`config.mk`:
```
export PLATFORM = sky130hd
export DESIGN_NAME = binary_to_decimal_ascii
export DESIGN_NICKNAME = d
export VERILOG_FILES = /design/src/sv/b2da_pkg.sv /design/src/sv/b2da_ctrl.sv /design/src/sv/b2da_datapath.sv /design/src/sv/binary_to_decimal_ascii.sv
export SDC_FILE = /design/constraint.sdc
export NUM_CORES = 1
export LEC_CHECK = 0
export BUFFER_PORTS_ARGS = -buffer_cell sky130_fd_sc_hd__buf_4
export CAP_MARGIN = 5
export CORE_MARGIN = 4
export CORE_UTILIZATION = 60
export DETAILED_ROUTE_END_ITERATION = 10
export PLACE_DENSITY = 0.83
export SLEW_MARGIN = 20
export SYNTH_ARGS = -nofsm -noshare
export SYNTH_HDL_FRONTEND = slang
export SYNTH_SLANG_ARGS = --single-unit
```
`constraint.sdc`:
```
create_clock -name clk_i -period 4.4 [get_ports clk_i]
set_input_delay 0.88 -clock clk_i [delete_from_list [all_inputs] [get_ports clk_i]]
set_output_delay 0.88 -clock clk_i [all_outputs]
set_load 0.005 [all_outputs]
```
`src/sv/b2da_pkg.sv`:
```
// Shared constants and controller/datapath interface types for the binary-to-decimal converter.
package b2da_pkg;

  // Field widths of the input and result words.
  localparam int unsigned ValueW  = 64;
  localparam int unsigned CapW    = 8;
  localparam int unsigned CharW   = 6;
  localparam int unsigned CountW  = 5;

  // Decimal digits needed for the largest 64-bit value.
  localparam int unsigned NumDigits = 20;
  localparam int unsigned DigitW    = 4;
  localparam int unsigned IdxW      = $clog2(NumDigits);
  localparam int unsigned BitCntW   = $clog2(ValueW);

  // Stream widths, padded to whole bytes.
  localparam int unsigned InDataW  = 72;
  localparam int unsigned OutDataW = 16;

  // ASCII code of the digit zero.
  localparam logic [CharW-1:0] AsciiZero = 6'd48;

  // Commands from the controller to the datapath.
  typedef struct packed {
    logic load;   // capture a new input word
    logic shift;  // one double-dabble step
    logic eval;   // count digits and check the capacity
    logic emit;   // load the next result into the output register
  } b2da_cmd_t;

  // Status from the datapath to the controller.
  typedef struct packed {
    logic conv_done;  // the current shift step is the last one
    logic emit_last;  // the next result to emit is the final one
    logic out_free;   // the output register can take a result this cycle
  } b2da_status_t;

endpackage

```
`src/sv/b2da_ctrl.sv`:
```
// Controller state machine that sequences conversion, evaluation and digit output.
module b2da_ctrl
  import b2da_pkg::*;
(
  input  logic         clk_i,
  input  logic         rst_ni,
  input  logic         in_valid_i,
  output logic         in_ready_o,
  input  b2da_status_t status_i,
  output b2da_cmd_t    cmd_o
);

  localparam logic [1:0] StIdle = 2'd0;
  localparam logic [1:0] StConv = 2'd1;
  localparam logic [1:0] StEval = 2'd2;
  localparam logic [1:0] StEmit = 2'd3;

  logic [1:0] state_q, state_d;

  // Next state and command decode.
  always_comb begin
    state_d    = state_q;
    cmd_o      = '0;
    in_ready_o = 1'b0;
    unique case (state_q)
      StIdle: begin
        in_ready_o = 1'b1;
        if (in_valid_i) begin
          cmd_o.load = 1'b1;
          state_d    = StConv;
        end
      end
      StConv: begin
        cmd_o.shift = 1'b1;
        if (status_i.conv_done) begin
          state_d = StEval;
        end
      end
      StEval: begin
        cmd_o.eval = 1'b1;
        state_d    = StEmit;
      end
      StEmit: begin
        if (status_i.out_free) begin
          cmd_o.emit = 1'b1;
          if (status_i.emit_last) begin
            state_d = StIdle;
          end
        end
      end
      default: begin
        state_d = StIdle;
      end
    endcase
  end

  // State register.
  always_ff @(posedge clk_i or negedge rst_ni) begin
    if (!rst_ni) begin
      state_q <= StIdle;
    end else begin
      state_q <= state_d;
    end
  end

endmodule

```
`src/sv/b2da_datapath.sv`:
```
// Datapath: bit-serial double-dabble converter, digit counter and output word register.
module b2da_datapath
  import b2da_pkg::*;
(
  input  logic                clk_i,
  input  logic                rst_ni,
  input  logic [ValueW-1:0]   value_i,
  input  logic [CapW-1:0]     cap_i,
  input  b2da_cmd_t           cmd_i,
  output b2da_status_t        status_o,
  input  logic                out_ready_i,
  output logic                out_valid_o,
  output logic [CharW-1:0]    digit_char_o,
  output logic                is_last_o,
  output logic                too_small_o,
  output logic [CountW-1:0]   digit_count_o
);

  logic [ValueW-1:0]                 val_q;
  logic [NumDigits-1:0][DigitW-1:0]  bcd_q;
  logic [NumDigits-1:0][DigitW-1:0]  bcd_adj;
  logic [NumDigits*DigitW-1:0]       bcd_flat;
  logic [BitCntW-1:0]                cnt_q;
  logic [CapW-1:0]                   cap_q;
  logic [CountW-1:0]                 len_q, len_d;
  logic                              small_q;
  logic [IdxW-1:0]                   idx_q;
  logic [DigitW-1:0]                 cur_digit;
  logic                              out_valid_q;
  logic [CharW-1:0]                  char_q;
  logic                              last_q, small_out_q;
  logic [CountW-1:0]                 count_q;

  // Add three to every digit of five or more before the shift.
  always_comb begin
    for (int i = 0; i < NumDigits; i++) begin
      bcd_adj[i] = (bcd_q[i] >= DigitW'(5)) ? bcd_q[i] + DigitW'(3) : bcd_q[i];
    end
  end

  // Adjusted digits as one flat vector for the one-bit shift.
  assign bcd_flat = bcd_adj;

  // Digit count: position of the highest nonzero digit, at least one.
  always_comb begin
    len_d = CountW'(1);
    for (int i = 0; i < NumDigits; i++) begin
      if (bcd_q[i] != '0) begin
        len_d = CountW'(i + 1);
      end
    end
  end

  assign cur_digit = bcd_q[idx_q];

  // Status back to the controller.
  assign status_o.conv_done = (cnt_q == BitCntW'(ValueW - 1));
  assign status_o.emit_last = small_q || (idx_q == '0);
  assign status_o.out_free  = !out_valid_q || out_ready_i;

  // Conversion and digit bookkeeping registers.
  always_ff @(posedge clk_i) begin
    if (cmd_i.load) begin
      val_q <= value_i;
      cap_q <= cap_i;
      bcd_q <= '0;
      cnt_q <= '0;
    end
    if (cmd_i.shift) begin
      bcd_q <= {bcd_flat[NumDigits*DigitW-2:0], val_q[ValueW-1]};
      val_q <= {val_q[ValueW-2:0], 1'b0};
      cnt_q <= cnt_q + BitCntW'(1);
    end
    if (cmd_i.eval) begin
      len_q   <= len_d;
      small_q <= (cap_q < (CapW'(len_d) + CapW'(1)));
      idx_q   <= IdxW'(len_d - CountW'(1));
    end
    if (cmd_i.emit) begin
      idx_q <= idx_q - IdxW'(1);
    end
  end

  // Output word register.
  always_ff @(posedge clk_i) begin
    if (cmd_i.emit) begin
      if (small_q) begin
        char_q      <= '0;
        last_q      <= 1'b1;
        small_out_q <= 1'b1;
        count_q     <= '0;
      end else begin
        char_q      <= AsciiZero + CharW'(cur_digit);
        last_q      <= (idx_q == '0);
        small_out_q <= 1'b0;
        count_q     <= len_q;
      end
    end
  end

  // Output valid flag.
  always_ff @(posedge clk_i or negedge rst_ni) begin
    if (!rst_ni) begin
      out_valid_q <= 1'b0;
    end else if (cmd_i.emit) begin
      out_valid_q <= 1'b1;
    end else if (out_ready_i) begin
      out_valid_q <= 1'b0;
    end
  end

  assign out_valid_o   = out_valid_q;
  assign digit_char_o  = char_q;
  assign is_last_o     = last_q;
  assign too_small_o   = small_out_q;
  assign digit_count_o = count_q;

endmodule

```
`src/sv/binary_to_decimal_ascii.sv`:
```
// Top level: 64-bit binary to decimal ASCII digit stream converter.
// An accepted word goes through the shift steps of the bit-serial double-dabble loop over the
// 64 input bits and an evaluation step; the results then enter the output register one digit
// per cycle while the output is not stalled by back-pressure, or as a single error result.
// A new word is not accepted until the final result of the last one has entered the output.
// Reset (rst_ni low, asynchronous) returns the controller to idle and empties the output.
module binary_to_decimal_ascii
  import b2da_pkg::*;
(
  input  logic                clk_i,
  input  logic                rst_ni,
  input  logic                s_axis_tvalid_i,
  output logic                s_axis_tready_o,
  input  logic [InDataW-1:0]  s_axis_tdata_i,   // value[63:0], buffer_capacity[71:64]
  output logic                m_axis_tvalid_o,
  input  logic                m_axis_tready_i,
  output logic [OutDataW-1:0] m_axis_tdata_o,   // digit_char[5:0], digit_count[10:6], zero pad
  output logic                m_axis_tlast_o,
  output logic                m_axis_tuser_o    // too_small[0]
);

  b2da_cmd_t          cmd;
  b2da_status_t       status;
  logic [CharW-1:0]   digit_char;
  logic [CountW-1:0]  digit_count;

  b2da_ctrl u_ctrl (
    .clk_i      (clk_i),
    .rst_ni     (rst_ni),
    .in_valid_i (s_axis_tvalid_i),
    .in_ready_o (s_axis_tready_o),
    .status_i   (status),
    .cmd_o      (cmd)
  );

  b2da_datapath u_datapath (
    .clk_i         (clk_i),
    .rst_ni        (rst_ni),
    .value_i       (s_axis_tdata_i[ValueW-1:0]),
    .cap_i         (s_axis_tdata_i[ValueW+CapW-1:ValueW]),
    .cmd_i         (cmd),
    .status_o      (status),
    .out_ready_i   (m_axis_tready_i),
    .out_valid_o   (m_axis_tvalid_o),
    .digit_char_o  (digit_char),
    .is_last_o     (m_axis_tlast_o),
    .too_small_o   (m_axis_tuser_o),
    .digit_count_o (digit_count)
  );

  // Pack the result word, digit character in the low bits.
  assign m_axis_tdata_o = {{(OutDataW - CharW - CountW){1'b0}}, digit_count, digit_char};

endmodule

```
==> out/metrics.cfg, run 1 <==
[status]
status = finished clean

[sta]
final.setup.tns_ns = 0
whs_ns = 0.2168
slew_headroom = 0.4533
tightest_slew_ns = 0.8201
setup_viol = 0
timing.final.crit_period_ns = 3.551
timing.final.crit_share = 0.8070
setup_ws_ns = 0.8494
fmax_ghz = 0.2816
finalClockSkew_ns = 0.007016
rsz0062_at_grt = no
hold_viol = 0
report.final.slew_viol_count = 0

[cts]
cts_tree = yes
cts_resized = 0
clk_latency_ns = 0.43
post_cts_buffers = 0
numCtsBuffers = 17
cts_buffer_depth = 2
cts_root_buf = clkbuf_16
cts.htree.levels = 4
clk_pin_slew_worst_paths_ns = 0.07
clock_sinks = 184
postCtsHoldBufs = 0

[logic_synthesis]
ys_ff_latch = 184
synth_area_leaders = edfxtp_1 51%, nand2_1 7.1%, ha_1 6.5%
synthSimpleGateAreaFrac = 0.1775
synth_top_family_by_area = simple AND/OR/NAND/NOR gates
yosysTopAreaCell = edfxtp_1
ys_types = 49
postSynthCellCount = 961
synth_area_per_cell_sq_um = 10.94
synth_warnings = 0
synthMuxAreaShare = 0.05536
synth.top_cell.area_share = 0.5143
synth_compound_area_frac = 0.09989
async_flop_share = 0.01630
seq_area_frac_synth = 0.5234
synth_edf_count = 180
synth_area_sq_um = 10510
synth_fa_ha_area_frac = 0.06548
yosys.area_share.xor_xnor = 0.04000
synth_ff_type = edfxtp_1

[routing]
antenna_left = 0
drt_iter0_markers = 610
wire_per_inst_um = 16.17
drcViolationCount = 0
via_per_inst = 5.620
via_count = 7165
routed_wl_mm = 20.61
first_pass_iters = 5

[die]
initial_core_util = 0.6097
core_sq_um = 17240
die_h_um = 140.3
dieArea_sq_um = 19700
rows = 48
die_w_um = 140.3
io_pins = 96

[power]
swShare = 0.3798
p_switching_mw = 3.678
seqPwrFrac = 0.421
power_density_nw_per_um2 = 804.6
p_leak_nw = 4.513
ir_drop_mv = 0.4166
clkPwrFrac = 0.178
total_power_mw = 9.684
p_int_mw = 6.006
p_comb_frac = 0.401

[placed_design]
hpwl_mm = 14.19
gp_congestion = 0.8337
placed_cell_area_sq_um = 11360
io_buffers = 90
dp.cells = 1242
place_ws_ns = 0.9388

[critical_path]
max_stage_delay_ns = 0.46
cp-start-kind = flop
critPathTopFamily = compound AO/OA/AOI/OAI gates
crit_buf_inv = 2
endpoint_kind = flop
slowest_stage = edfxtp_1
path_common_cell = ha_1
path_class = flop to flop
critical_path_arrival_ns = 3.73
path_cells = inv_1, ha_1, or3b_1, o211ai_1, a41oi_2, o21ai_2, a31o_4, inv_1, ha_1, xnor2_1, ha_1, o21a_1, o211ai_1, a211oi_1, nor2_1
cp_max_fo = 5
cp.required_ns = 4.58

[cells_and_area]
drive_above_1_share = 0.1667
area_growth_pct = 14.53
fillerInstances = 1209
multi_input_area_sq_um = 4644
layout_commonest_cell = nand2_1
finalCoreUtilization = 0.6982
mostFrequentLayoutCells = 199 x nand2_1, 180 x edfxtp_1, 105 x o21ai_0
final-instance-count-excl-fill = 1275
final_cell_area_sq_um = 12040
num_antenna_cells = 0
nets = 1168
final-seq-area_sq_um = 5500

[global_route]
grt_pass1_vias = 7055
grt_max_degree = 95
grt_first_pass_wirelength_mm = 34.28
gr-total-overflow = 0
grt_usage = 0.2155
antenna_found_initial = 0

[flow_run]
cap_violations = 0

[worst_hold_path]
hp-class = input pin to async pin

[power by group through the flow]
stage | combinational, mW | clock (mW) | sequential (mW)
6_report | 3.88 | 1.72 | 4.08
5_1_grt | 4.41 | 1.83 | 4.19
4_1_cts | 3.89 | 1.75 | 4.09
3_5_place_dp | 3.84 | 0 | 4.11
3_3_place_gp | 3.69 | 0 | 4.06
2_1_floorplan | 3.02 | 0 | 3.82
[layer usage]
layer  wire [um]  track usage  share of wire
met3        1038      0.04199          0.050
met5           0            0              0
met4         454      0.08720          0.022
met1        8974       0.2813           0.44
met2       10150       0.3564           0.49
[logic make-up (layout without fill, tap and decap cells)]
logic type | after synthesis | count (layout)
AOI/OAI and AO/OA | 179 | 179
xor gates and xnor gates | 48 | 48
adders and majority gates | 55 | 55
buffers and inverters | 96 | 181
DFF | 184 | 184
muxes | 28 | 28
other | 2 | 6
and+or+nand+nor | 369 | 369
[cells in the mapped netlist (5+ instances only)]
library cell,count
xor2_1,21
nand2b_1,28
mux4_2,24
xnor2_1,27
nor2b_1,7
a21oi_1,29
a21boi_0,21
nor3b_2,9
inv_1,51
nand2_1,199
and2_1,45
edfxtp_1,180
nor3b_1,28
nand4_1,5
nand3_1,6
o21ai_0,105
buf_4,7
ha_1,55
o211ai_1,5
clkbuf_1,34
nor2_1,28
[flip-flops by register name (all words and copies together) (netlist names), 2 cells and up]
signal,count
u_datapath.cap_q,8
u_datapath.digit_char_o,5
u_ctrl.state_q,2
u_datapath.cnt_q,6
u_datapath.val_q,64
u_datapath.len_q,5
u_datapath.bcd_q,80
u_datapath.digit_count_o,5
u_datapath.idx_q,5
[final cells by class]
| class | count | area share |
|---|---|---|
| clock buffers | 17 | 0.03535 |
| inverters | 51 | 0.01591 |
| clock inverters | 15 | 0.01965 |
| multi-input cells | 685 | 0.3859 |
| repair buffers | 98 | 0.06279 |
| well taps | 225 | 0.02339 |
| flip-flops and latches | 184 | 0.4570 |
[worst paths after layout]
kind | start | to | slack [ns] | cells after the start
min reg2reg | u_datapath.val_q[50] | u_datapath.val_q[51] | 0.53 | 2
max reg2reg | u_datapath.bcd_q[8] | u_datapath.small_q | 0.85 | 15
max | u_datapath.bcd_q[8] | u_datapath.small_q | 0.85 | 15
min in group clk_i | u_datapath.val_q[50] | u_datapath.val_q[51] | 0.53 | 2
min | rst_ni | u_datapath.out_valid_o | 0.22 | 1
max in group asynchronous | rst_ni | u_ctrl.state_q[0] | 4.09 | 1
(Power assumes the default switching activity.)
==> inputs of run 2 (changes only) <==
--- a/config.mk
+++ b/config.mk
@@ -8,9 +8,9 @@
 export BUFFER_PORTS_ARGS = -buffer_cell sky130_fd_sc_hd__buf_4
 export CAP_MARGIN = 5
 export CORE_MARGIN = 4
-export CORE_UTILIZATION = 60
+export CORE_UTILIZATION = 54
 export DETAILED_ROUTE_END_ITERATION = 10
-export PLACE_DENSITY = 0.83
+export PLACE_DENSITY = 0.79
 export SLEW_MARGIN = 20
 export SYNTH_ARGS = -nofsm -noshare
 export SYNTH_HDL_FRONTEND = slang
==> constraint.sdc (replaced) <==
create_clock -name clk_i -period 3 [get_ports clk_i]
set_input_delay 0.6 -clock clk_i [delete_from_list [all_inputs] [get_ports clk_i]]
set_output_delay 0.6 -clock clk_i [all_outputs]
set_load 0.005 [all_outputs]
==> out/metrics.cfg, run 2 (same netlist as run 1, synthesis figures left out) <==
[cells_and_area]
multi_input_area_sq_um = 4771
final_cell_area_sq_um = 12930
fillerInstances = 1373
finalCoreUtilization = 0.6843
final-seq-area_sq_um = 5500
layout_commonest_cell = nand2_1
num_antenna_cells = 0
top_regs = u_datapath.bcd_q (80), u_datapath.val_q (64), u_datapath.cap_q (8)
nets = 1269
regMostFlops = u_datapath.bcd_q
largest_reg_flops = 80
mostFrequentLayoutCells = 198 x nand2_1, 195 x buf_4, 180 x edfxtp_1
area_growth_pct = 23.03
drive_above_1_share = 0.2624

[sta]
setup_ws_ns = -0.1028
timing.final.crit_share = 1.034
rsz0062_at_grt = yes
setup_viol = 1
final.setup.tns_ns = -0.1028
hold_viol = 0
tightest_slew_ns = 0.7148
whs_ns = 0.3322
finalClockSkew_ns = 0.007749
fmax_ghz = 0.3223
report.final.slew_viol_count = 0
timing.final.crit_period_ns = 3.103
slew_headroom = 0.5235

[routing]
wire_per_inst_um = 15.49
drt_iter0_markers = 598
drcViolationCount = 0
routed_wl_mm = 21.85
via_count = 7542
via_per_inst = 5.345
antenna_left = 0
first_pass_iters = 7

[flow_run]
cap_violations = 0

[die]
dieArea_sq_um = 21760
io_pins = 96
initial_core_util = 0.5562
core_sq_um = 18890
rows = 50
die_h_um = 147.5
die_w_um = 147.5

[worst_hold_path]
hp-class = input pin to flop
hold_path_end = u_datapath.cap_q[6]
holdPathStages = 1
min_from = s_axis_tdata_i[70]

[cts]
cts.htree.levels = 4
numCtsBuffers = 17
clock_sinks = 184
clk_pin_slew_worst_paths_ns = 0.07
clk_latency_ns = 0.44
cts_tree = yes
cts_buffer_depth = 2
cts_root_buf = clkbuf_16

[global_route]
grt_pass1_vias = 7423
grt_max_degree = 115
grt_usage = 0.2027
antenna_found_initial = 0
grt_first_pass_wirelength_mm = 35.81
gr-total-overflow = 0

[critical_path]
slowest_stage = edfxtp_1
r2r-start = u_datapath.bcd_q[32]
max_stage_delay_ns = 0.39
reg2regPathDepth = 14
rr_endpoint = u_datapath.small_q
endpoint_kind = flop
cp_max_fo = 5
path_class = flop to flop
crit_start = u_datapath.bcd_q[32]
critical_path_arrival_ns = 3.30
critPathTopFamily = compound AO/OA/AOI/OAI gates
cp.required_ns = 3.19
r2r_slack_ns = -0.10
path_cells = inv_1, ha_4, or3b_4, o211a_1, a211oi_2, o21bai_2, buf_4, nor3b_2, xnor2_1, ha_1, o21a_1, o211ai_1, a211oi_1, nor2_1
crit_buf_inv = 2
cp-start-kind = flop

[power]
p_int_mw = 9.359
p_switching_mw = 5.816
power_density_nw_per_um2 = 1174
p_comb_frac = 0.478
seqPwrFrac = 0.369
clkPwrFrac = 0.153
ir_drop_mv = 0.8349
swShare = 0.3832
p_leak_nw = 4.998

[placed_design]
io_buffers = 90
gp_congestion = 0.8781
hpwl_mm = 15.08
placed_cell_area_sq_um = 12100

[status]
violations = setup timing
status = finished with violations

run 2: through the flow:
step | worst slack (ns) | power (mW) | cells
after CTS | -0.07147 | 15.16 | 1409
after global placement | -0.1115 | 12.25 | 1368
after global routing | -0.2943 | 16.29 | 1411
final | -0.1028 | 15.17 | 1411
after floorplan | 0.005148 | 10.02 | 965
after detailed placement | -0.2153 | 12.55 | 1368
run 2: how the worst max path moves through the flow:
stage	to	slack [ns]	cells past startpoint
after floorplan	u_datapath.small_q	0.005	15
after global placement	u_datapath.small_q	-0.11	15
after detailed placement	u_datapath.small_q	-0.22	15
after CTS	u_datapath.small_q	-0.07	15
after global routing	u_datapath.small_q	-0.29	15
final	u_datapath.small_q	-0.10	14
run 2: power by group through the flow:
| stage | Sequential [mW] | Clock (mW) | Combinational, mW |
|---|---|---|---|
| after floorplan | 5.57 | 0 | 4.45 |
| after global placement | 5.53 | 0 | 6.72 |
| after detailed placement | 5.59 | 0 | 6.96 |
| after CTS | 5.57 | 2.37 | 7.21 |
| after global routing | 5.73 | 2.48 | 8.07 |
| final | 5.59 | 2.33 | 7.25 |
run 2: routing by layer:
metal	global-route usage	wire length (um)	vias up
met1	0.2619	9435	3585
met5	0	0	-
li1	-	-	3733
met2	0.3386	10920	185
met3	0.04721	1084	39
met4	0.06943	408	0
run 2: cell type report:
type	instances	area share
clock buffer	17	0.03290
multi-input combinational	685	0.3690
timing repair buffer	199	0.1173
tap	260	0.02516
sequential	184	0.4254
clock inverter	15	0.01539
inverter	51	0.01481
run 2: repair_timing:
action	in CTS	in global routing
pin swaps	11	3
setup buffers	8	2
resized for setup	19	12
endpoints found under the hold margin	3	0
endpoints found under the setup margin	1	2
cloned	0	0
hold buffers	1	0
